**config.mk**
```make
export PLATFORM = sky130hd
export DESIGN_NAME = json_stream_tokenizer_core_flat
export DESIGN_NICKNAME = d
export VERILOG_FILES = /design/src/rtl/core/jst_pkg.sv /design/src/rtl/core/jst_if.sv /design/src/rtl/core/jst_parser.sv /design/src/rtl/core/jst_out_fifo.sv /design/src/rtl/core/json_stream_tokenizer_core.sv /design/src/flat_wrapper.sv
export SDC_FILE = /design/constraint.sdc
export NUM_CORES = 1
export LEC_CHECK = 0
export BUFFER_PORTS_ARGS = -buffer_cell sky130_fd_sc_hd__buf_4
export CAP_MARGIN = 20
export CORE_MARGIN = 2
export CORE_UTILIZATION = 40
export CTS_CLUSTER_SIZE = 8
export DETAILED_ROUTE_END_ITERATION = 8
export SYNTH_ARGS = -nofsm -noshare
export SYNTH_HDL_FRONTEND = slang
export SYNTH_SLANG_ARGS = --single-unit
```
**constraint.sdc**
```tcl
create_clock -name clk_i -period 17.2 [get_ports clk_i]
set_input_delay 2.58 -clock clk_i [delete_from_list [all_inputs] [get_ports clk_i]]
set_output_delay 2.58 -clock clk_i [all_outputs]
set_load 0.02 [all_outputs]
```
**src/rtl/core/jst_pkg.sv**
```systemverilog
// types, constants and lookup functions shared by the json tokenizer
package jst_pkg;

  localparam int unsigned PosW      = 31;
  localparam int unsigned FifoDepth = 4;
  localparam int unsigned FifoPtrW  = 2;

  typedef enum logic [22:0] {
    PH_ROOT        = 23'b1 << 0,
    PH_VALUE       = 23'b1 << 1,
    PH_ARR_FIRST   = 23'b1 << 2,
    PH_OBJ_FIRST   = 23'b1 << 3,
    PH_OBJ_KEY     = 23'b1 << 4,
    PH_KEY         = 23'b1 << 5,
    PH_KEY_ESC     = 23'b1 << 6,
    PH_COLON       = 23'b1 << 7,
    PH_STR         = 23'b1 << 8,
    PH_STR_ESC     = 23'b1 << 9,
    PH_TRUE        = 23'b1 << 10,
    PH_FALSE       = 23'b1 << 11,
    PH_NULL        = 23'b1 << 12,
    PH_NUM_SIGN    = 23'b1 << 13,
    PH_NUM_INT     = 23'b1 << 14,
    PH_NUM_DOT     = 23'b1 << 15,
    PH_NUM_FRAC    = 23'b1 << 16,
    PH_NUM_EXP     = 23'b1 << 17,
    PH_NUM_EXPSIGN = 23'b1 << 18,
    PH_NUM_EXPDIG  = 23'b1 << 19,
    PH_AFTER       = 23'b1 << 20,
    PH_DONE        = 23'b1 << 21,
    PH_ERROR       = 23'b1 << 22
  } phase_e;

  typedef enum logic [3:0] {
    TK_BEGIN_OBJ = 4'd0,
    TK_END_OBJ   = 4'd1,
    TK_BEGIN_ARR = 4'd2,
    TK_END_ARR   = 4'd3,
    TK_KEY       = 4'd4,
    TK_STRING    = 4'd5,
    TK_INT       = 4'd6,
    TK_FLOAT     = 4'd7,
    TK_TRUE      = 4'd8,
    TK_FALSE     = 4'd9,
    TK_NULL      = 4'd10,
    TK_END       = 4'd11
  } kind_e;

  typedef enum logic [2:0] {
    ST_OK         = 3'd0,
    ST_SYNTAX     = 3'd1,
    ST_BAD_UTF8   = 3'd2,
    ST_TOO_DEEP   = 3'd3,
    ST_UNEXP_END  = 3'd4
  } status_e;

  localparam logic [0:0] OpByte = 1'b0;
  localparam logic [0:0] OpEnd  = 1'b1;

  localparam logic [3:0] UtfAccept = 4'd0;
  localparam logic [3:0] UtfReject = 4'd1;

  typedef struct packed {
    logic [3:0]      kind;
    logic [PosW-1:0] start;
    logic [PosW-1:0] length;
    logic [2:0]      status;
    logic            last;
  } tok_t;

  typedef struct packed {
    logic v0;
    logic v1;
    tok_t tok0;
    tok_t tok1;
  } res_t;

  localparam logic [3:0] UtfNext [9][12] = '{
    '{4'd0,4'd1,4'd2,4'd3,4'd5,4'd8,4'd7,4'd1,4'd1,4'd1,4'd4,4'd6},
    '{4'd1,4'd1,4'd1,4'd1,4'd1,4'd1,4'd1,4'd1,4'd1,4'd1,4'd1,4'd1},
    '{4'd1,4'd0,4'd1,4'd1,4'd1,4'd1,4'd1,4'd0,4'd1,4'd0,4'd1,4'd1},
    '{4'd1,4'd2,4'd1,4'd1,4'd1,4'd1,4'd1,4'd2,4'd1,4'd2,4'd1,4'd1},
    '{4'd1,4'd1,4'd1,4'd1,4'd1,4'd1,4'd1,4'd2,4'd1,4'd1,4'd1,4'd1},
    '{4'd1,4'd2,4'd1,4'd1,4'd1,4'd1,4'd1,4'd1,4'd1,4'd2,4'd1,4'd1},
    '{4'd1,4'd1,4'd1,4'd1,4'd1,4'd1,4'd1,4'd3,4'd1,4'd3,4'd1,4'd1},
    '{4'd1,4'd3,4'd1,4'd1,4'd1,4'd1,4'd1,4'd3,4'd1,4'd3,4'd1,4'd1},
    '{4'd1,4'd3,4'd1,4'd1,4'd1,4'd1,4'd1,4'd1,4'd1,4'd1,4'd1,4'd1}
  };

  localparam logic [7:0] WordTrue  [4] = '{"t", "r", "u", "e"};
  localparam logic [7:0] WordFalse [5] = '{"f", "a", "l", "s", "e"};
  localparam logic [7:0] WordNull  [4] = '{"n", "u", "l", "l"};

  function automatic logic [3:0] byte_class(input logic [7:0] c);
    logic [3:0] r;
    if (c < 8'h80)       r = 4'd0;
    else if (c < 8'h90)  r = 4'd1;
    else if (c < 8'hA0)  r = 4'd9;
    else if (c < 8'hC0)  r = 4'd7;
    else if (c < 8'hC2)  r = 4'd8;
    else if (c < 8'hE0)  r = 4'd2;
    else if (c == 8'hE0) r = 4'd10;
    else if (c == 8'hED) r = 4'd4;
    else if (c < 8'hF0)  r = 4'd3;
    else if (c == 8'hF0) r = 4'd11;
    else if (c < 8'hF4)  r = 4'd6;
    else if (c == 8'hF4) r = 4'd5;
    else                 r = 4'd8;
    return r;
  endfunction

  function automatic logic utf_step_reject(input logic [3:0] s, input logic [7:0] c,
                                           output logic [3:0] nxt);
    logic [3:0] ss;
    ss  = (s < 4'd9) ? s : UtfReject;
    nxt = UtfNext[ss][byte_class(c)];
    return nxt == UtfReject;
  endfunction

  function automatic logic is_ws(input logic [7:0] c);
    return c == " " || c == 8'h09 || c == 8'h0A || c == 8'h0D;
  endfunction

  function automatic logic is_digit(input logic [7:0] c);
    return c >= "0" && c <= "9";
  endfunction

endpackage

```
**src/rtl/core/jst_if.sv**
```systemverilog
// stream channel interfaces for input bytes and output tokens
interface jst_in_if;
  logic       valid;
  logic       ready;
  logic [0:0] operation;
  logic [7:0] data_byte;
  modport source (output valid, operation, data_byte, input ready);
  modport sink   (input valid, operation, data_byte, output ready);
endinterface

interface jst_out_if;
  logic        valid;
  logic        ready;
  logic [3:0]  token_kind;
  logic [30:0] token_start;
  logic [30:0] token_length;
  logic [2:0]  status;
  logic        last_of_run;
  modport source (output valid, token_kind, token_start, token_length, status, last_of_run,
                  input ready);
  modport sink   (input valid, token_kind, token_start, token_length, status, last_of_run,
                  output ready);
endinterface

```
**src/rtl/core/jst_parser.sv**
```systemverilog
// parser state machine with nesting stack, one word per cycle while fire_i is high
module jst_parser #(
  parameter int unsigned MAX_DEPTH = 64
) (
  input  logic             clk_i,
  input  logic             rst_ni,
  input  logic             fire_i,
  input  logic [0:0]       op_i,
  input  logic [7:0]       byte_i,
  output jst_pkg::res_t    res_o
);

  localparam int unsigned DW = $clog2(MAX_DEPTH + 1);
  localparam int unsigned AW = (MAX_DEPTH > 1) ? $clog2(MAX_DEPTH) : 1;

  jst_pkg::phase_e             phase_q, phase_d;
  logic [DW-1:0]               depth_q, depth_d;
  logic [jst_pkg::PosW-1:0]    pos_q, pos_d;
  logic [jst_pkg::PosW-1:0]    beg_q, beg_d;
  logic [3:0]                  utf_q, utf_d;
  logic [2:0]                  lit_q, lit_d;
  logic                        flt_q, flt_d;
  logic                        top_q;

  logic                        stack_mem [MAX_DEPTH];
  logic [AW-1:0]               rd_addr;

  logic                        push, push_obj, vs, aft, fin, fv, m_v, top_obj;
  logic [2:0]                  fcode;
  jst_pkg::tok_t               m_tok, num_tok;
  logic [3:0]                  utf_n;
  logic                        utf_rej;
  logic [7:0]                  lit_ch;
  logic [2:0]                  lit_n;
  logic [3:0]                  lit_kind;
  logic                        halted;

  assign top_obj = (depth_q != '0) && top_q;
  assign halted  = (phase_q == jst_pkg::PH_DONE) || (phase_q == jst_pkg::PH_ERROR);

  always_comb begin
    utf_rej = jst_pkg::utf_step_reject(utf_q, byte_i, utf_n);
  end

  always_comb begin
    lit_ch   = 8'h00;
    lit_n    = 3'd4;
    lit_kind = jst_pkg::TK_TRUE;
    case (phase_q)
      jst_pkg::PH_TRUE: begin
        lit_n    = 3'd4;
        lit_kind = jst_pkg::TK_TRUE;
        if (lit_q < 3'd4) lit_ch = jst_pkg::WordTrue[lit_q[1:0]];
      end
      jst_pkg::PH_FALSE: begin
        lit_n    = 3'd5;
        lit_kind = jst_pkg::TK_FALSE;
        if (lit_q < 3'd5) lit_ch = jst_pkg::WordFalse[lit_q];
      end
      jst_pkg::PH_NULL: begin
        lit_n    = 3'd4;
        lit_kind = jst_pkg::TK_NULL;
        if (lit_q < 3'd4) lit_ch = jst_pkg::WordNull[lit_q[1:0]];
      end
      default: ;
    endcase
  end

  always_comb begin
    num_tok.kind   = flt_q ? jst_pkg::TK_FLOAT : jst_pkg::TK_INT;
    num_tok.start  = beg_q;
    num_tok.length = pos_q - beg_q;
    num_tok.status = jst_pkg::ST_OK;
    num_tok.last   = 1'b0;
  end

  always_comb begin
    phase_d  = phase_q;
    depth_d  = depth_q;
    pos_d    = pos_q;
    beg_d    = beg_q;
    utf_d    = utf_q;
    lit_d    = lit_q;
    flt_d    = flt_q;
    push     = 1'b0;
    push_obj = 1'b0;
    vs       = 1'b0;
    aft      = 1'b0;
    fin      = 1'b0;
    fv       = 1'b0;
    fcode    = jst_pkg::ST_SYNTAX;
    m_v      = 1'b0;
    m_tok    = '0;
    if (fire_i && !halted) begin
      if (op_i == jst_pkg::OpEnd) begin
        if (phase_q == jst_pkg::PH_NUM_INT || phase_q == jst_pkg::PH_NUM_FRAC ||
            phase_q == jst_pkg::PH_NUM_EXPDIG) begin
          fin = 1'b1;
        end
        if (phase_q == jst_pkg::PH_ROOT ||
            ((phase_q == jst_pkg::PH_AFTER || fin) && depth_q == '0)) begin
          m_v        = 1'b1;
          m_tok.kind = jst_pkg::TK_END;
          m_tok.start = pos_q;
          phase_d    = jst_pkg::PH_DONE;
        end else begin
          fv    = 1'b1;
          fcode = jst_pkg::ST_UNEXP_END;
        end
      end else begin
        unique case (phase_q)
          jst_pkg::PH_ROOT, jst_pkg::PH_VALUE: begin
            if (!jst_pkg::is_ws(byte_i)) vs = 1'b1;
          end
          jst_pkg::PH_ARR_FIRST: begin
            if (byte_i == "]") begin
              aft = 1'b1;
            end else if (!jst_pkg::is_ws(byte_i)) begin
              vs = 1'b1;
            end
          end
          jst_pkg::PH_OBJ_FIRST, jst_pkg::PH_OBJ_KEY: begin
            if (phase_q == jst_pkg::PH_OBJ_FIRST && byte_i == "}") begin
              aft = 1'b1;
            end else if (byte_i == "\"") begin
              beg_d   = pos_q + 31'd1;
              utf_d   = jst_pkg::UtfAccept;
              phase_d = jst_pkg::PH_KEY;
            end else if (!jst_pkg::is_ws(byte_i)) begin
              fv = 1'b1;
            end
          end
          jst_pkg::PH_KEY, jst_pkg::PH_STR: begin
            if (byte_i == "\"" && utf_q == jst_pkg::UtfAccept) begin
              m_v          = 1'b1;
              m_tok.kind   = (phase_q == jst_pkg::PH_KEY) ? jst_pkg::TK_KEY
                                                          : jst_pkg::TK_STRING;
              m_tok.start  = beg_q;
              m_tok.length = pos_q - beg_q;
              phase_d      = (phase_q == jst_pkg::PH_KEY) ? jst_pkg::PH_COLON
                                                          : jst_pkg::PH_AFTER;
            end else if (byte_i == "\\") begin
              utf_d   = jst_pkg::UtfAccept;
              phase_d = (phase_q == jst_pkg::PH_KEY) ? jst_pkg::PH_KEY_ESC
                                                     : jst_pkg::PH_STR_ESC;
            end else if (byte_i < 8'h20 && utf_q == jst_pkg::UtfAccept) begin
              fv    = 1'b1;
              fcode = jst_pkg::ST_BAD_UTF8;
            end else begin
              utf_d = utf_n;
              if (utf_rej) begin
                fv    = 1'b1;
                fcode = jst_pkg::ST_BAD_UTF8;
              end
            end
          end
          jst_pkg::PH_KEY_ESC: phase_d = jst_pkg::PH_KEY;
          jst_pkg::PH_STR_ESC: phase_d = jst_pkg::PH_STR;
          jst_pkg::PH_COLON: begin
            if (byte_i == ":") phase_d = jst_pkg::PH_VALUE;
            else if (!jst_pkg::is_ws(byte_i)) fv = 1'b1;
          end
          jst_pkg::PH_TRUE, jst_pkg::PH_FALSE, jst_pkg::PH_NULL: begin
            if (lit_q >= lit_n || byte_i != lit_ch) begin
              fv = 1'b1;
            end else begin
              lit_d = lit_q + 3'd1;
              if (lit_q + 3'd1 == lit_n) begin
                m_v          = 1'b1;
                m_tok.kind   = lit_kind;
                m_tok.start  = beg_q;
                m_tok.length = {28'd0, lit_n};
                phase_d      = jst_pkg::PH_AFTER;
              end
            end
          end
          jst_pkg::PH_NUM_SIGN: begin
            if (jst_pkg::is_digit(byte_i)) phase_d = jst_pkg::PH_NUM_INT;
            else fv = 1'b1;
          end
          jst_pkg::PH_NUM_INT: begin
            if (byte_i == ".") begin
              flt_d   = 1'b1;
              phase_d = jst_pkg::PH_NUM_DOT;
            end else if (byte_i == "e" || byte_i == "E") begin
              flt_d   = 1'b1;
              phase_d = jst_pkg::PH_NUM_EXP;
            end else if (!jst_pkg::is_digit(byte_i)) begin
              fin = 1'b1;
              aft = 1'b1;
            end
          end
          jst_pkg::PH_NUM_DOT: begin
            if (jst_pkg::is_digit(byte_i)) phase_d = jst_pkg::PH_NUM_FRAC;
            else fv = 1'b1;
          end
          jst_pkg::PH_NUM_FRAC: begin
            if (byte_i == "e" || byte_i == "E") begin
              phase_d = jst_pkg::PH_NUM_EXP;
            end else if (!jst_pkg::is_digit(byte_i)) begin
              fin = 1'b1;
              aft = 1'b1;
            end
          end
          jst_pkg::PH_NUM_EXP: begin
            if (byte_i == "+" || byte_i == "-") phase_d = jst_pkg::PH_NUM_EXPSIGN;
            else if (jst_pkg::is_digit(byte_i)) phase_d = jst_pkg::PH_NUM_EXPDIG;
            else fv = 1'b1;
          end
          jst_pkg::PH_NUM_EXPSIGN: begin
            if (jst_pkg::is_digit(byte_i)) phase_d = jst_pkg::PH_NUM_EXPDIG;
            else fv = 1'b1;
          end
          jst_pkg::PH_NUM_EXPDIG: begin
            if (!jst_pkg::is_digit(byte_i)) begin
              fin = 1'b1;
              aft = 1'b1;
            end
          end
          jst_pkg::PH_AFTER: aft = 1'b1;
          default: ;
        endcase

        // start of a value
        if (vs) begin
          beg_d = pos_q;
          lit_d = 3'd1;
          flt_d = 1'b0;
          if (byte_i == "{" || byte_i == "[") begin
            if (depth_q >= DW'(MAX_DEPTH)) begin
              fv    = 1'b1;
              fcode = jst_pkg::ST_TOO_DEEP;
            end else begin
              push        = 1'b1;
              push_obj    = (byte_i == "{");
              depth_d     = depth_q + DW'(1);
              m_v         = 1'b1;
              m_tok.kind  = push_obj ? jst_pkg::TK_BEGIN_OBJ : jst_pkg::TK_BEGIN_ARR;
              m_tok.start = pos_q;
              phase_d     = push_obj ? jst_pkg::PH_OBJ_FIRST : jst_pkg::PH_ARR_FIRST;
            end
          end else if (byte_i == "\"") begin
            beg_d   = pos_q + 31'd1;
            utf_d   = jst_pkg::UtfAccept;
            phase_d = jst_pkg::PH_STR;
          end else if (byte_i == "t") begin
            phase_d = jst_pkg::PH_TRUE;
          end else if (byte_i == "f") begin
            phase_d = jst_pkg::PH_FALSE;
          end else if (byte_i == "n") begin
            phase_d = jst_pkg::PH_NULL;
          end else if (byte_i == "-") begin
            phase_d = jst_pkg::PH_NUM_SIGN;
          end else if (jst_pkg::is_digit(byte_i)) begin
            phase_d = jst_pkg::PH_NUM_INT;
          end else begin
            fv = 1'b1;
          end
        end

        // closing brackets, separators, and empty containers
        if (aft) begin
          phase_d = jst_pkg::PH_AFTER;
          if ((phase_q == jst_pkg::PH_ARR_FIRST && byte_i == "]") ||
              (phase_q == jst_pkg::PH_OBJ_FIRST && byte_i == "}")) begin
            m_v         = 1'b1;
            m_tok.kind  = (byte_i == "}") ? jst_pkg::TK_END_OBJ : jst_pkg::TK_END_ARR;
            m_tok.start = pos_q;
            if (depth_q != '0) depth_d = depth_q - DW'(1);
          end else if (jst_pkg::is_ws(byte_i)) begin
            phase_d = jst_pkg::PH_AFTER;
          end else if (depth_q == '0) begin
            fv = 1'b1;
          end else if (byte_i == ",") begin
            phase_d = top_obj ? jst_pkg::PH_OBJ_KEY : jst_pkg::PH_VALUE;
          end else if ((byte_i == "}" && top_obj) || (byte_i == "]" && !top_obj)) begin
            m_v         = 1'b1;
            m_tok.kind  = (byte_i == "}") ? jst_pkg::TK_END_OBJ : jst_pkg::TK_END_ARR;
            m_tok.start = pos_q;
            depth_d     = depth_q - DW'(1);
          end else begin
            fv = 1'b1;
          end
        end
      end

      if (fv) begin
        m_v          = 1'b1;
        m_tok.kind   = jst_pkg::TK_END;
        m_tok.start  = pos_q;
        m_tok.length = '0;
        m_tok.status = fcode;
        phase_d      = jst_pkg::PH_ERROR;
        push         = 1'b0;
        depth_d      = depth_q;
      end
      if (op_i == jst_pkg::OpByte && phase_d != jst_pkg::PH_ERROR) begin
        pos_d = pos_q + 31'd1;
      end
    end
  end

  always_comb begin
    res_o.v0        = fin | m_v;
    res_o.v1        = fin & m_v;
    res_o.tok0      = fin ? num_tok : m_tok;
    res_o.tok0.last = !(fin && m_v);
    res_o.tok1      = m_tok;
    res_o.tok1.last = 1'b1;
  end

  assign rd_addr = (depth_d == '0) ? '0 : AW'(depth_d - DW'(1));

  always_ff @(posedge clk_i or negedge rst_ni) begin
    if (!rst_ni) begin
      phase_q <= jst_pkg::PH_ROOT;
      depth_q <= '0;
      pos_q   <= '0;
      beg_q   <= '0;
      utf_q   <= jst_pkg::UtfAccept;
      lit_q   <= '0;
      flt_q   <= 1'b0;
    end else begin
      phase_q <= phase_d;
      depth_q <= depth_d;
      pos_q   <= pos_d;
      beg_q   <= beg_d;
      utf_q   <= utf_d;
      lit_q   <= lit_d;
      flt_q   <= flt_d;
    end
  end

  // stack memory, top entry kept in a register
  always_ff @(posedge clk_i) begin
    if (push) begin
      stack_mem[AW'(depth_q)] <= push_obj;
      top_q                   <= push_obj;
    end else if (fire_i) begin
      top_q <= stack_mem[rd_addr];
    end
  end

endmodule

```
**src/rtl/core/jst_out_fifo.sv**
```systemverilog
// small token queue taking up to two words per cycle and giving one while pop_i is high
module jst_out_fifo (
  input  logic          clk_i,
  input  logic          rst_ni,
  input  jst_pkg::res_t res_i,
  input  logic          pop_i,
  output logic          room_o,
  output logic          valid_o,
  output jst_pkg::tok_t tok_o
);

  jst_pkg::tok_t                 mem_q [jst_pkg::FifoDepth];
  logic [jst_pkg::FifoPtrW-1:0]  wp_q, rp_q;
  logic [jst_pkg::FifoPtrW:0]    cnt_q, cnt_after_pop, n_push;
  logic                          pop;

  assign pop           = pop_i && valid_o;
  assign valid_o       = cnt_q != '0;
  assign tok_o         = mem_q[rp_q];
  assign cnt_after_pop = cnt_q - {{jst_pkg::FifoPtrW{1'b0}}, pop};
  assign room_o        = cnt_after_pop <= (jst_pkg::FifoPtrW + 1)'(jst_pkg::FifoDepth - 2);
  assign n_push        = {{jst_pkg::FifoPtrW{1'b0}}, res_i.v0} +
                         {{jst_pkg::FifoPtrW{1'b0}}, res_i.v1};

  always_ff @(posedge clk_i) begin
    if (res_i.v0) mem_q[wp_q] <= res_i.tok0;
    if (res_i.v1) mem_q[wp_q + 2'd1] <= res_i.tok1;
  end

  always_ff @(posedge clk_i or negedge rst_ni) begin
    if (!rst_ni) begin
      wp_q  <= '0;
      rp_q  <= '0;
      cnt_q <= '0;
    end else begin
      wp_q  <= wp_q + n_push[jst_pkg::FifoPtrW-1:0];
      rp_q  <= rp_q + {{(jst_pkg::FifoPtrW-1){1'b0}}, pop};
      cnt_q <= cnt_after_pop + n_push;
    end
  end

endmodule

```
**src/rtl/core/json_stream_tokenizer_core.sv**
```systemverilog
// top level of the streaming json tokenizer
// in_i takes one word per item: operation 0 carries a document byte, operation 1
// marks the end of the document. out_o gives tokens with kind, start offset,
// length, status and last_of_run on the final token caused by an input word.
// one input word is taken per cycle while the output queue has room. a word sits
// in the input register while the parser works on it, and then the parser state
// and up to two tokens in a four-entry output queue are written, so the first
// token is offered from the queue once its word has passed the input register.
// the rate is bound by the parser step on the byte register and by the output
// port, which gives one token per cycle: a number followed by a bracket yields
// two tokens from one byte.
// the nesting stack is a memory of MAX_DEPTH one-bit entries with the top entry
// held in a register; it needs no clearing after reset.
// reset returns the parser to the start of a document with the position at zero.
// after the end token or an error, further words are taken and dropped until
// reset. when the receiver stalls, the queue fills and in_i.ready drops once
// fewer than two entries are free.
module json_stream_tokenizer_core #(
  parameter int unsigned MAX_DEPTH = 64
) (
  input  logic       clk_i,
  input  logic       rst_ni,
  jst_in_if.sink     in_i,
  jst_out_if.source  out_o
);

  logic          s_valid_q;
  logic [0:0]    s_op_q;
  logic [7:0]    s_byte_q;
  logic          fire, room;
  jst_pkg::res_t res;
  jst_pkg::tok_t tok;

  assign fire       = s_valid_q && room;
  assign in_i.ready = !s_valid_q || fire;

  always_ff @(posedge clk_i or negedge rst_ni) begin
    if (!rst_ni) begin
      s_valid_q <= 1'b0;
    end else if (in_i.ready) begin
      s_valid_q <= in_i.valid;
    end
  end

  always_ff @(posedge clk_i) begin
    if (in_i.ready && in_i.valid) begin
      s_op_q   <= in_i.operation;
      s_byte_q <= in_i.data_byte;
    end
  end

  jst_parser #(
    .MAX_DEPTH (MAX_DEPTH)
  ) u_parser (
    .clk_i  (clk_i),
    .rst_ni (rst_ni),
    .fire_i (fire),
    .op_i   (s_op_q),
    .byte_i (s_byte_q),
    .res_o  (res)
  );

  jst_out_fifo u_out_fifo (
    .clk_i   (clk_i),
    .rst_ni  (rst_ni),
    .res_i   (res),
    .pop_i   (out_o.ready),
    .room_o  (room),
    .valid_o (out_o.valid),
    .tok_o   (tok)
  );

  assign out_o.token_kind   = tok.kind;
  assign out_o.token_start  = tok.start;
  assign out_o.token_length = tok.length;
  assign out_o.status       = tok.status;
  assign out_o.last_of_run  = tok.last;

endmodule
```
**src/flat_wrapper.sv**
```systemverilog
// flat-port wrapper written by rule: the top's interface ports become plain ports
module json_stream_tokenizer_core_flat 
#(
  parameter int unsigned MAX_DEPTH = 64
)
  (clk_i, rst_ni, in_i_valid, in_i_operation, in_i_data_byte, in_i_ready, out_o_valid, out_o_token_kind, out_o_token_start, out_o_token_length, out_o_status, out_o_last_of_run, out_o_ready);
  jst_in_if in_i_i ();
  jst_out_if out_o_i ();
  input  logic clk_i;
  input  logic rst_ni;
  input wire logic [$bits(in_i_i.valid)-1:0] in_i_valid;
  input wire logic [$bits(in_i_i.operation)-1:0] in_i_operation;
  input wire logic [$bits(in_i_i.data_byte)-1:0] in_i_data_byte;
  output wire logic [$bits(in_i_i.ready)-1:0] in_i_ready;
  output wire logic [$bits(out_o_i.valid)-1:0] out_o_valid;
  output wire logic [$bits(out_o_i.token_kind)-1:0] out_o_token_kind;
  output wire logic [$bits(out_o_i.token_start)-1:0] out_o_token_start;
  output wire logic [$bits(out_o_i.token_length)-1:0] out_o_token_length;
  output wire logic [$bits(out_o_i.status)-1:0] out_o_status;
  output wire logic [$bits(out_o_i.last_of_run)-1:0] out_o_last_of_run;
  input wire logic [$bits(out_o_i.ready)-1:0] out_o_ready;
  assign in_i_i.valid = in_i_valid;
  assign in_i_i.operation = in_i_operation;
  assign in_i_i.data_byte = in_i_data_byte;
  assign in_i_ready = in_i_i.ready;
  assign out_o_valid = out_o_i.valid;
  assign out_o_token_kind = out_o_i.token_kind;
  assign out_o_token_start = out_o_i.token_start;
  assign out_o_token_length = out_o_i.token_length;
  assign out_o_status = out_o_i.status;
  assign out_o_last_of_run = out_o_i.last_of_run;
  assign out_o_i.ready = out_o_ready;
  json_stream_tokenizer_core #(.MAX_DEPTH(MAX_DEPTH)) u_core (.clk_i(clk_i), .rst_ni(rst_ni), .in_i(in_i_i), .out_o(out_o_i));
endmodule
```
Yosys cells after proc, flatten, opt, wreduce, memory -nomap -nowiden
Memories as Yosys holds them, arrays and structs flattened. A register that Yosys moved wholly into a read port is not among the register bits.
Index checks and enable logic that the tools add are counted.
- $add $sub $neg: 12
- equality and inequality tests: 53
- bitwise logic cells: 7
- reductions and logical operators: 55
- mux-type cells: 218
- $lt $le $gt $ge: 21
- operator list (operator ; count):
    23-bit 2-to-1 mux ; 27
    35-bit 2-to-1 mux ; 11
    23-bit one-hot mux with 12 select lines ; 1
    31-bit 2-to-1 mux ; 7
    69-bit 2-to-1 mux ; 2
    66-bit 2-to-1 mux ; 2
    66-bit one-hot mux with 2 select lines ; 1
    21-bit 2-to-1 mux ; 5
    4-bit 2-to-1 mux ; 24
    48-bit 2-to-1 mux ; 2
    7-bit 2-to-1 mux ; 13
    1-bit 2-to-1 mux ; 83
    8-bit by 7-bit == test with 1-bit output, second input constant ; 10
    8-bit 2-to-1 mux ; 9
    70-bit 2-to-1 mux ; 1
    65-bit 2-to-1 mux ; 1
    8-bit < comparator, second input constant ; 8
    8-bit by 6-bit == test with 1-bit output, second input constant ; 7
    8-bit binary-select mux with 2-bit select ; 2
    8-bit == test, second input constant ; 4
    31-bit by 1-bit adder with 31-bit output, second input constant ; 1
    31-bit subtractor ; 1
    8-bit by 4-bit == test with 1-bit output, second input constant ; 3
    3-bit 2-to-1 mux ; 8
    other kinds (79) ; 133
- bits of input ports: 13
- memories: 4
- output and inout bits: 72
- bits in registers: 117
- memory bits (writable): 344
- bits in read-only memories: 832
- memory list (name ; depth ; bits a word ; read ports ; clocked after Yosys merged registers in ; wr ports ; line ; RTL):
    (name not given) ; 16 ; 48 ; 1 ; 0 ; 0 ; jst_pkg.sv:116 ; nxt = UtfNext[ss][byte_class(c)];
    u_core.u_out_fifo.mem_q ; 4 ; 70 ; 1 ; 0 ; 2 ; jst_out_fifo.sv:12 ; jst_pkg::tok_t mem_q [jst_pkg::FifoDepth];
    (name not given) ; 8 ; 8 ; 1 ; 0 ; 0 ; jst_parser.sv:58 ; if (lit_q < 3'd5) lit_ch = jst_pkg::WordFalse[lit_q];
    u_core.u_parser.stack_mem ; 64 ; 1 ; 1 ; 1 ; 1 ; jst_parser.sv:25 ; logic stack_mem [MAX_DEPTH];

Depth between registers and ports, before layout
Gate-level depths: netlist (run 1).
- depth after elaboration: 44
- mapped depth: 28
- depth with buffers taken out: 26

Hierarchy
A second synthesis (run 1) with hierarchy kept.
- cell total of the unflattened synthesis: 2470
- area total of the unflattened synthesis: 27948.1 µm²
- modules (own cells, without submodules) (module ; times used ; seq. area each (µm²) ; cells each ; area an instance (µm²)):
    jst_out_fifo ; 1 ; 8583.2 ; 714 ; 13882.1
    jst_parser ; 1 ; 4455.5 ; 1742 ; 13735.7
    json_stream_tokenizer_core ; 1 ; 295.3 ; 14 ; 330.3

Worst setup path after synthesis (run 1)
Ideal clock, no wire load.
- path kind: in2reg
- start: input out_o_ready
- end: memory u_core.u_out_fifo.mem_q[1][26] (netlist name) (data pin)
- stages: 19
- path buffers: 4
- data required time: 17.059 ns
- path slack: 7.826 ns
- arrival time: 9.233 ns
- cell sequence: and2_1 ha_1 ha_1 xnor2_1 o21ai_0 nor2_1 o41ai_4 or3_1 clkbuf_1 inv_1 clkbuf_1 ha_1 clkbuf_1 nor2_1 a21oi_1 nor2b_1 nand2_1 clkbuf_1 nor2_1
- RTL lines (element ; line ; RTL):
    start: declaration ; flat_wrapper.sv:21 ; input wire logic [$bits(out_o_i.ready)-1:0] out_o_ready;
    end: declaration ; jst_out_fifo.sv:12 ;

Worst setup path in the final report (run 1)
- start: input out_o_ready
- end: register u_core.u_parser.top_q, read port of u_core.u_parser.stack_mem (data pin)
- cells in the longest elaborated chain, start to end: 8
- elaborated cells between the ends (all ways): 11
- those cells by class: 2 x add/sub; 1 x order compare; 3 x mux; 5 x reduce/logical
- ends and longest elaborated chain (element ; line ; RTL):
    1-bit logical AND (*) ; jst_out_fifo.sv:17 ; assign pop = pop_i && valid_o;
    3-bit by 1-bit subtractor with 3-bit output (*) ; jst_out_fifo.sv:20 ; assign cnt_after_pop = cnt_q - {{jst_pkg::FifoPtrW{1'b0}}, pop};
    3-bit by 2-bit <= comparator with 1-bit output (*) ; jst_out_fifo.sv:21 ; assign room_o = cnt_after_pop <= (jst_pkg::FifoPtrW + 1)'(jst_pkg::FifoDepth - 2);
    1-bit logical AND (*) ; json_stream_tokenizer_core.sv:34 ; assign fire = s_valid_q && room;
    1-bit logical AND ; jst_parser.sv:94 ; if (fire_i && !halted) begin
    7-bit 2-to-1 mux ; jst_parser.sv:94 ;
    6-bit by 1-bit subtractor with 6-bit output / 7-bit logical NOT (equally long branches) ; jst_parser.sv:312 ; assign rd_addr = (depth_d == '0) ? '0 : AW'(depth_d - DW'(1));
    6-bit 2-to-1 mux ; jst_parser.sv:312 ;
    end: declaration ; jst_parser.sv:23 ; logic top_q;
Mark *: on every way between the ends. The rest lies on a longest branch, timed or not.
A chain may end at the register's enable or synchronous reset.

==> impl_metrics.toml, run 1 <==
[critical_path]
cpMostUsedCell = "o21ai_0"
critPathMaxFanout = 35
worstPathRequired_ns = 17.47
cp.arrival_ns = 9.06
worstSetupStartpointType = "primary input"
cp_slowest_cell = "mux2i_2"
crit_type = "primary input to flop"
max_stage_delay_ns = 0.62
r2r_start = "u_core.s_byte_q[5]"
worstSetupStartpoint = "out_o_ready"
worstSetupEndpointType = "flop"

[global_routing]
grt_pass1_wl_microns = 120000
grt_pass1_vias = 20333
grt_max_degree = 66
overflow = 0
grtUsageTotal_pct = 22.9
antenna_found_initial = 0

[worst_hold_path]
min_path_type = "flop to flop"
min-delay-start = "u_core.u_out_fifo.mem_q[0][0]"

[detailed_routing]
drc = 0
dr.pass1.iters = 5
drt_iter0_drc = 2117
drt.antenna.violating_nets = 0
routedWlPerCell_microns = 22.1
vias = 20507
wirelength_microns = 77200
viasPerCell = 5.87

[logic_synthesis]
yosysSeqAreaShare_pct = 50.7
synth_seq_cells = 462
synth_cell_types = 103
synth_cells = 2551
yosys-top-cells-count = "nand2_1 (351), edfxtp_1 (350), nor2_1 (348)"
synthArstFlopShare_pct = 23.4
synth_top_area_cell = "edfxtp_1"
syn_nets = 2617
synth-warning-count = 0
synth_edf_count = 350
syn_avg_cell_area_sq_um = 10.3
yosysTopAreaCellShare_pct = 40.1
synth.most_common_cell = "nand2_1"
synth_area_sq_mm = 0.0262
synthFlopType = "edfxtp_1"
yosys-top-cells-area = "edfxtp_1 (40%), dfrtp_1 (10%), mux4_2 (6.1%), nand2_1 (5.0%), nor2_1 (5.0%)"

[clocking]
clk_pin_slew_ns = 0.05
cts-root-buf = "clkbuf_16"
post_cts_resized = 0
cts_tree = "built"
hold_buffers = 0
post_cts_buffers = 0
clockBufferDepth = 3
cts.sinks = 462
clk_latency_ns = 0.62
cts_buffers = 68
htree_levels = 3

[job]
drv_cap = 0

[finish]
nFillCells = 5998
diodes = 0
fin_nets = 2652
layout-drive-gt1-share_pct = 12.5
synthToLayoutAreaGrowth_pct = 13.1
regArea_sq_mm = 0.0133
multi_input_area_sq_mm = 0.0120

[timing]
finalHoldViolCount = 0
tightest_slew_ns = 1.19
period_needed_ns = 8.78
fmaxAchievable_ghz = 0.114
drv_slew = 0
setup_viol = 0
clock_skew_ns = 0.0454
rsz0062_at_grt = "no"
finalCritPeriodShare_pct = 51.1
tns_ns = 0
slew_headroom_pct = 19.7

[power_and_ir_drop]
pwr-share-comb_pct = 33.5
max-vdd-ir-drop_v = 0.0000888
swShare_pct = 35.9
internal-power_mw = 2.61
leakage_nw = 10.3
pwr-share-seq_pct = 35.6
p_clk_share_pct = 30.8
p_per_area_mw_per_mm2 = 137
p_total_mw = 4.07
power.switching_mw = 1.46

[placement]
portBuffers = 84
gp_congestion = 0.945
place_hpwl_microns = 51500

[floorplan]
dieWidth_microns = 260
core_area_sq_mm = 0.0646
num_rows = 93
pin_count = 85
chipHeight_microns = 260
initial_core_util_pct = 40.6
die_area_sq_mm = 0.0676

[outcome]
outcome = "complete, no violations"
logic make-up after synthesis:
kind of cell	after synthesis	share of synthesized area, %
XOR/XNOR	106	3.54
adder cells (fa/ha/maj)	53	2.59
AO/OA/AOI/OAI	507	12.3
multiplexers	133	8.52
AND/OR/NAND/NOR	1050	18.8
buffers and inverters	240	3.57
flip-flops	462	50.7
registers in the layout, summed over array words and instances, names as in the netlist:
signal / flops
u_core.u_out_fifo.cnt_q: 3
u_core.s_valid_q: 1
u_core.u_parser.top_q: 1
u_core.u_out_fifo.mem_q: 280
u_core.u_parser.lit_q: 3
u_core.u_parser.stack_mem: 64
u_core.u_parser.utf_q: 4
u_core.u_parser.flt_q: 1
u_core.s_op_q: 1
u_core.u_parser.phase_q: 23
u_core.s_byte_q: 8
u_core.u_parser.beg_q: 31
u_core.u_parser.pos_q: 31
u_core.u_out_fifo.wp_q: 2
u_core.u_out_fifo.rp_q: 2
u_core.u_parser.depth_q: 7
metrics by stage:
stage	setup slack [ns]	utilization (%)	hold slack (ns)	instances	area, sq um
4_1_cts	8.37	45.9	0.483	3494	29600
5_1_grt	7.94	45.9	0.537	3494	29600
2_1_floorplan	7.83	-	0.438	2551	26200
6_report	8.42	45.9	0.473	3494	29600
3_5_place_dp	7.74	42.8	0.472	3371	27600
3_3_place_gp	7.89	42.8	0.469	3371	27600
power by group through the flow:
| stage | Clock [mW] | Combinational [mW] | Sequential (mW) |
|---|---|---|---|
| finish | 1.25 | 1.36 | 1.45 |
| global route | 1.33 | 1.46 | 1.47 |
| CTS | 1.28 | 1.37 | 1.45 |
| detailed placement | 0 | 1.37 | 1.47 |
| global placement | 0 | 1.37 | 1.46 |
| floorplan | 0 | 0.932 | 1.39 |
critical path: cells and delay by family:
kind / cells / cell delay, ns
simple gates: 9 / 2.32
xor+xnor: 1 / 0.20
buf+inv: 2 / 0.51
fa+ha+maj: 3 / 0.59
compound gates: 9 / 1.56
mux: 3 / 1.30
worst paths after layout:
kind                       slack (ns)  depth (start not counted)                             to
setup / recovery                 8.42                         27          u_core.u_parser.top_q
hold / removal                   0.47                          2  u_core.u_out_fifo.mem_q[0][0]
setup reg to reg                 9.38                         22          u_core.u_parser.top_q
hold reg to reg                  0.47                          2  u_core.u_out_fifo.mem_q[0][0]
max in group asynchronous       13.78                          2      u_core.u_out_fifo.rp_q[1]
min in group asynchronous        1.99                          1    u_core.u_parser.phase_q[11]
placed cells by master, fill, tap and decap left out, types with 15 or more instances in the layout:
cell,instances
mux4_2,71
mux2i_1,53
xor2_1,48
clkbuf_16,68
nand4_1,21
a21oi_1,63
xnor2_1,58
or4_1,15
a31oi_1,21
nand2_1,351
nor2b_1,21
buf_4,118
o31ai_1,16
nand2b_1,20
clkbuf_1,46
a22oi_1,34
o21ai_0,229
o211ai_1,15
inv_1,83
nor3_1,52
and3_1,36
dfrtp_1,105
nor2_1,345
ha_1,51
edfxtp_1,350
or3_1,16
nand3_1,63
nor4_1,20
routing by layer:
layer	GRT usage, %	part of all wire (%)
met1	30.7	43
met5	0	0
met3	3.05	6.0
met4	7.26	2.3
met2	38.4	49
layout make-up:
cell class / instances / area share, %
Clock buffer: 115 / 6.37
Clock inverter: 8 / 0.393
Inverter: 87 / 1.11
Multi-Input combinational cell: 1849 / 40.6
Sequential cell: 462 / 44.9
Tap cell: 855 / 3.61
Timing Repair Buffer: 118 / 2.99
(Power assumes the default switching activity.)
==> run 2, diff against run 1 <==
--- a/config.mk
+++ b/config.mk
@@ -5,6 +5,7 @@
 export SDC_FILE = /design/constraint.sdc
 export NUM_CORES = 1
 export LEC_CHECK = 0
+export ABC_AREA = 1
 export BUFFER_PORTS_ARGS = -buffer_cell sky130_fd_sc_hd__buf_4
 export CAP_MARGIN = 20
 export CORE_MARGIN = 2
==> constraint.sdc (replaced) <==
create_clock -name clk_i -period 8.3 [get_ports clk_i]
set_input_delay 1.245 -clock clk_i [delete_from_list [all_inputs] [get_ports clk_i]]
set_output_delay 1.245 -clock clk_i [all_outputs]
set_load 0.02 [all_outputs]
==> run 2 against run 1 <==
Net effect: global-route usage is 2.4 points higher; setup slack got worse by 6.7 ns; core utilization is 0.83 points lower; combinational power rose to 4.2 times the previous value.
==> impl_metrics.toml, run 2 <==
[timing]
period_needed_ns = 6.55
finalHoldViolCount = 0
finalCritPeriodShare_pct = 79.0
clock_skew_ns = 0.0364
whs_ns = 0.480
tns_ns = 0
fmaxAchievable_ghz = 0.153
setup_viol = 0
rsz0062_at_grt = "no"
drv_slew = 0
slew_headroom_pct = 26.1
tightest_slew_ns = 1.09

[clocking]
clk_pin_slew_ns = 0.06
cts.sinks = 462
htree_levels = 3
post_cts_buffers = 0
clk_latency_ns = 0.63
cts-root-buf = "clkbuf_16"
cts_buffers = 68
post_cts_resized = 0
clockBufferDepth = 3
hold_buffers = 0
cts_tree = "built"

[worst_hold_path]
min_path_type = "flop to flop"
min_path_cells = 2
min_to = "u_core.u_out_fifo.mem_q[2][0]"
min-delay-start = "u_core.u_out_fifo.mem_q[2][0]"

[finish]
synthToLayoutAreaGrowth_pct = 12.0
final_common_cell = "nand2_1"
regMostFlops = "u_core.u_out_fifo.mem_q"
post-route-util_pct = 45.1
layout-drive-gt1-share_pct = 11.1
nFillCells = 6887
largest_registers = "u_core.u_out_fifo.mem_q: 280 flops, u_core.u_parser.stack_mem: 64 flops"
final_cell_mix = "nand2_1 (586), nor2_1 (366), edfxtp_1 (350), o21ai_0 (325), inv_1 (310)"
stdcell_area_sq_mm = 0.0314
largest_register_ffs = 280
fin_nets = 3446
diodes = 0

[power_and_ir_drop]
p_per_area_mw_per_mm2 = 371
leakage_nw = 12.1
max-vdd-ir-drop_v = 0.000194

[floorplan]
core_area_sq_mm = 0.0697
num_rows = 97
die_area_sq_mm = 0.0722
dieWidth_microns = 269
chipHeight_microns = 269
initial_core_util_pct = 40.2
pin_count = 85

[critical_path]
rrSetupSlack_ns = 1.75
worstSetupStartpointType = "flop"
ff2ff_path_depth = 23
worstPathRequired_ns = 8.59
crit_type = "flop to flop"
worstSetupEndpointType = "flop"
r2r_end = "u_core.u_out_fifo.mem_q[0][41]"
r2r_start = "u_core.u_parser.phase_q[18]"
cp.arrival_ns = 6.84
critPathMaxFanout = 40

[placement]
dpl_cell_area_sq_mm = 0.0294
place_hpwl_microns = 60600
gp_congestion = 0.977
portBuffers = 84

[detailed_routing]
wirelength_microns = 92100
viasPerCell = 5.74
routedWlPerCell_microns = 21.1
drt_iter0_drc = 3026
drc = 0
vias = 25017
dr.pass1.iters = 6
drt.antenna.violating_nets = 0

[logic_synthesis]
yosysTopAreaCellShare_pct = 37.5
synth_cell_types = 70
synth_top_area_cell = "edfxtp_1"
yosys-top-cells-count = "nand2_1 (590), nor2_1 (366), edfxtp_1 (350)"
synthArstFlopShare_pct = 23.4
synth_seq_cells = 462
yosysSeqAreaShare_pct = 47.4
synthFlopType = "edfxtp_1"
syn_avg_cell_area_sq_um = 8.33
syn_nets = 3431
synth_edf_count = 350
yosys-top-cells-area = "edfxtp_1 (38%), dfrtp_1 (9.6%), nand2_1 (7.9%), o22ai_1 (5.9%), o21ai_0 (5.8%)"
synth.most_common_cell = "nand2_1"
synth_cells = 3365
synth-warning-count = 0
synth_area_sq_mm = 0.0280

[global_routing]
antenna_found_initial = 0
grtUsageTotal_pct = 25.3
grt_max_degree = 85
grt_pass1_vias = 23923
grt_pass1_wl_microns = 141000
overflow = 0

[outcome]
outcome = "complete, no violations"

[job]
drv_cap = 0
run 2: cell count changes after synthesis, moves of 50 or more:
cell     delta
o22ai_1   +255
nand2_1   +239
inv_1     +231
nand3_1   +108
o21ai_0    +96
mux4_2     -71
mux2i_1    -50
run 2: metal layers:
layer  track usage, %  vias up  wire length (microns)
li1                 -    11806                      -
met1             35.0    11941                  40200
met2             40.4     1089                  41900
met3             4.54      181                   7750
met4             7.82        0                   2260
met5                0        -                      0
run 2: layout make-up:
class                           count  area [sq um]  share of cell area, %
Clock buffer                       97          1820                   5.80
Inverter                          371          1400                   4.47
Multi-Input combinational cell   2360         12600                   40.2
Tap cell                          940          1180                   3.75
Timing Repair Buffer              117           923                   2.94
Sequential cell                   462         13300                   42.4
Clock inverter                      8           154                  0.490
run 2: how the worst max path moves through the flow:
stage | from | endpoint | depth (start not counted) | slack (ns)
after floorplan | out_o_ready | u_core.u_out_fifo.mem_q[0][1] | 22 | 1.09
after global placement | out_o_ready | u_core.u_parser.top_q | 30 | 1.71
after detailed placement | out_o_ready | u_core.u_parser.top_q | 30 | 1.62
after CTS | u_core.u_parser.phase_q[18] | u_core.u_out_fifo.mem_q[0][41] | 23 | 1.84
after global routing | u_core.u_parser.phase_q[18] | u_core.u_out_fifo.mem_q[0][41] | 23 | 1.20
final | u_core.u_parser.phase_q[18] | u_core.u_out_fifo.mem_q[0][41] | 23 | 1.75
run 2: worst max-delay path: stages, from the launching register on:
cell,delay [ns]
dfrtp_1,0.42
nor2_1,0.19
nand2_2,0.13
inv_2,0.11
nand2_2,0.21
nor2_1,0.21
inv_1,0.11
nor2_1,0.25
ha_1,0.30
o21ai_0,0.18
nand3_1,0.09
nor2_1,0.14
nand2_1,0.07
nor2_1,0.12
nand3_1,0.33
nand2_2,0.54
o21ai_0,0.24
inv_1,0.10
ha_1,0.31
inv_1,0.17
nor3_1,0.63
inv_2,0.42
nand2_4,0.54
buf_12,0.33
run 2: where the power goes:
part	internal [mW]	total, mW	switching [mW]	leakage (nW)
logic	1.62	5.76	4.15	6.74
registers	2.91	3.25	0.338	4.37
clock network	1.53	2.63	1.10	0.946
run 2: cell families (layout without fill, tap and decap cells):
kind of cell / Yosys count / in the layout / synth area share, %
simple gates: 1350 / 1350 / 21.6
mux: 3 / 3 / 0.107
xor+xnor: 75 / 75 / 2.37
buf+inv: 543 / 593 / 7.75
fa+ha+maj: 53 / 53 / 2.42
flops: 462 / 462 / 47.4
compound gates: 879 / 879 / 18.3
run 2: per-stage QoR:
stage / instances / setup WS, ns / power (mW)
final: 4355 / 1.75 / 11.6
after floorplan: 3365 / 1.09 / 7.13
after global routing: 4355 / 1.20 / 12.3
after detailed placement: 4249 / 1.62 / 8.96
after CTS: 4354 / 1.84 / 11.6
after global placement: 4249 / 1.71 / 8.93
==> run 3, diff against run 2 <==
==> constraint.sdc (replaced) <==
create_clock -name clk_i -period 6.41 [get_ports clk_i]
set_input_delay 0.9615 -clock clk_i [delete_from_list [all_inputs] [get_ports clk_i]]
set_output_delay 0.9615 -clock clk_i [all_outputs]
set_load 0.02 [all_outputs]
==> run 3 against run 2 <==
Net effect: first-iteration DRC count decreased by 6.5%; largest power group unchanged; combinational power rose by 31%; via count grew 1.3%; maximum frequency grew 19%; clock skew decreased by 0.016 ns; worst hold slack got worse by 0.15 ns; setup slack worse by 0.86 ns.
==> impl_metrics.toml, run 3 (synthesis results as in run 2) <==
[outcome]
outcome = "complete, no violations"

[power_and_ir_drop]
p_per_area_mw_per_mm2 = 477
max-vdd-ir-drop_v = 0.000258
leakage_nw = 12.2

[clocking]
cts-root-buf = "clkbuf_16"
post_cts_resized = 0
clk_latency_ns = 0.62
post_cts_buffers = 0
cts_tree = "built"
htree_levels = 3
hold_buffers = 0
clockBufferDepth = 3
clk_pin_slew_ns = 0.05
cts.sinks = 462
cts_buffers = 68

[finish]
regMostFlops = "u_core.u_out_fifo.mem_q"
regArea_sq_mm = 0.0133
layout-drive-gt1-share_pct = 11.9
post-route-util_pct = 45.5
largest_registers = "u_core.u_out_fifo.mem_q: 280 flops, u_core.u_parser.stack_mem: 64 flops"
nFillCells = 6923
fin_nets = 3476
stdcell_area_sq_mm = 0.0317
largest_register_ffs = 280
instances_no_fill = 4387
multi_input_area_sq_mm = 0.0126
final_common_cell = "nand2_1"
diodes = 0
final_cell_mix = "nand2_1 (586), nor2_1 (366), edfxtp_1 (350), o21ai_0 (325), inv_1 (310)"
synthToLayoutAreaGrowth_pct = 13.2

[global_routing]
grtUsageTotal_pct = 25.5
antenna_found_initial = 0
grt_use_met2_pct = 40.8
grt_pass1_vias = 23955
grt_max_degree = 85
use_met1_pct = 35.6
grt_pass1_wl_microns = 142000
busiest_layer = "met2"
overflow = 0
met3_usage_pct = 3.45

[timing]
slew_headroom_pct = 30.0
rsz0062_at_grt = "no"
finalHoldViolCount = 0
period_needed_ns = 5.52
fmaxAchievable_ghz = 0.181
clock_skew_ns = 0.0202
worst_slack_ns = 0.890
tightest_slew_ns = 1.04
finalCritPeriodShare_pct = 86.1
drv_slew = 0
setup_viol = 0
tns_ns = 0

[critical_path]
worstPathRequired_ns = 6.73
cp.arrival_ns = 5.84
worstSetupEndpointType = "flop"
crit_type = "flop to flop"
critPathMaxFanout = 61
worstSetupStartpointType = "flop"
cpMostUsedCell = "nor2_1"
max_stage_delay_ns = 0.70
cp_slowest_cell = "buf_4"

[floorplan]
initial_core_util_pct = 40.2
chipHeight_microns = 269
core_area_sq_mm = 0.0697
die_area_sq_mm = 0.0722
dieWidth_microns = 269
num_rows = 97
pin_count = 85

[detailed_routing]
drt.antenna.violating_nets = 0
dr.pass1.iters = 6
routedWlPerCell_microns = 21.1
wirelength_microns = 92600
drt_iter0_drc = 2829
vias = 25342
drc = 0
viasPerCell = 5.78

[placement]
gp_congestion = 0.994
portBuffers = 84
place_ws_ns = 0.439
place_hpwl_microns = 61100
dpl_cell_area_sq_mm = 0.0297
placedCellCount = 4280

[job]
drv_cap = 0

[worst_hold_path]
min_path_type = "primary input to async pin"
[run 3: cell types whose count changed in the layout (fill, tap and decap cells not counted)]
cell	previous run	this run
buf_4	114	136
clkinv_16	2	3
clkinv_4	1	0
clkbuf_1	28	31
buf_12	2	11
inv_16	3	2
buf_16	1	0
[run 3: path summary, 6_finish.rpt]
kind,startpoint,endpoint,slack [ns],depth (start not counted)
worst max register to register,u_core.u_parser.phase_q[3],u_core.u_out_fifo.mem_q[3][69],0.89,27
min in group clk_i,u_core.u_out_fifo.mem_q[1][0],u_core.u_out_fifo.mem_q[1][0],0.47,2
worst max-delay path,u_core.u_parser.phase_q[3],u_core.u_out_fifo.mem_q[3][69],0.89,27
worst min-delay path,rst_ni,u_core.u_parser.phase_q[5],0.33,1
max in group asynchronous,rst_ni,u_core.u_parser.beg_q[21],5.05,2
worst min register to register,u_core.u_out_fifo.mem_q[1][0],u_core.u_out_fifo.mem_q[1][0],0.47,2
[run 3: where the power goes]
group / switching (mW) / internal (mW)
registers: 0.470 / 3.76
clock network: 1.39 / 1.99
logic: 5.38 / 2.14
[run 3: layer usage]
layer	share of wire (%)	vias up	wire [microns]
met5	0	-	0
met4	2.9	0	2660
met2	46	1153	42600
met3	7.4	198	6820
li1	-	11853	-
met1	44	12138	40600
[run 3: per-stage QoR]
stage | hold slack (ns) | power [mW]
6_report | 0.329 | 15.1
5_1_grt | 0.348 | 16.1
4_1_cts | 0.326 | 15.1
3_5_place_dp | 0.456 | 11.7
3_3_place_gp | 0.448 | 11.7
2_1_floorplan | 0.437 | 9.22
[run 3: critical path: cells and delay by family, from the launching register on]
kind / cells / cell delay [ns]
compound gates: 3 / 0.63
simple gates: 16 / 2.45
flops: 1 / 0.43
buf+inv: 6 / 1.17
fa+ha+maj: 2 / 0.53
[run 3: layout make-up]
class | count | area share, %
Clock buffer | 100 | 5.77
Sequential cell | 462 | 41.9
Inverter | 371 | 4.43
Multi-Input combinational cell | 2360 | 39.8
Timing Repair Buffer | 147 | 3.91
Tap cell | 940 | 3.71
Clock inverter | 7 | 0.489
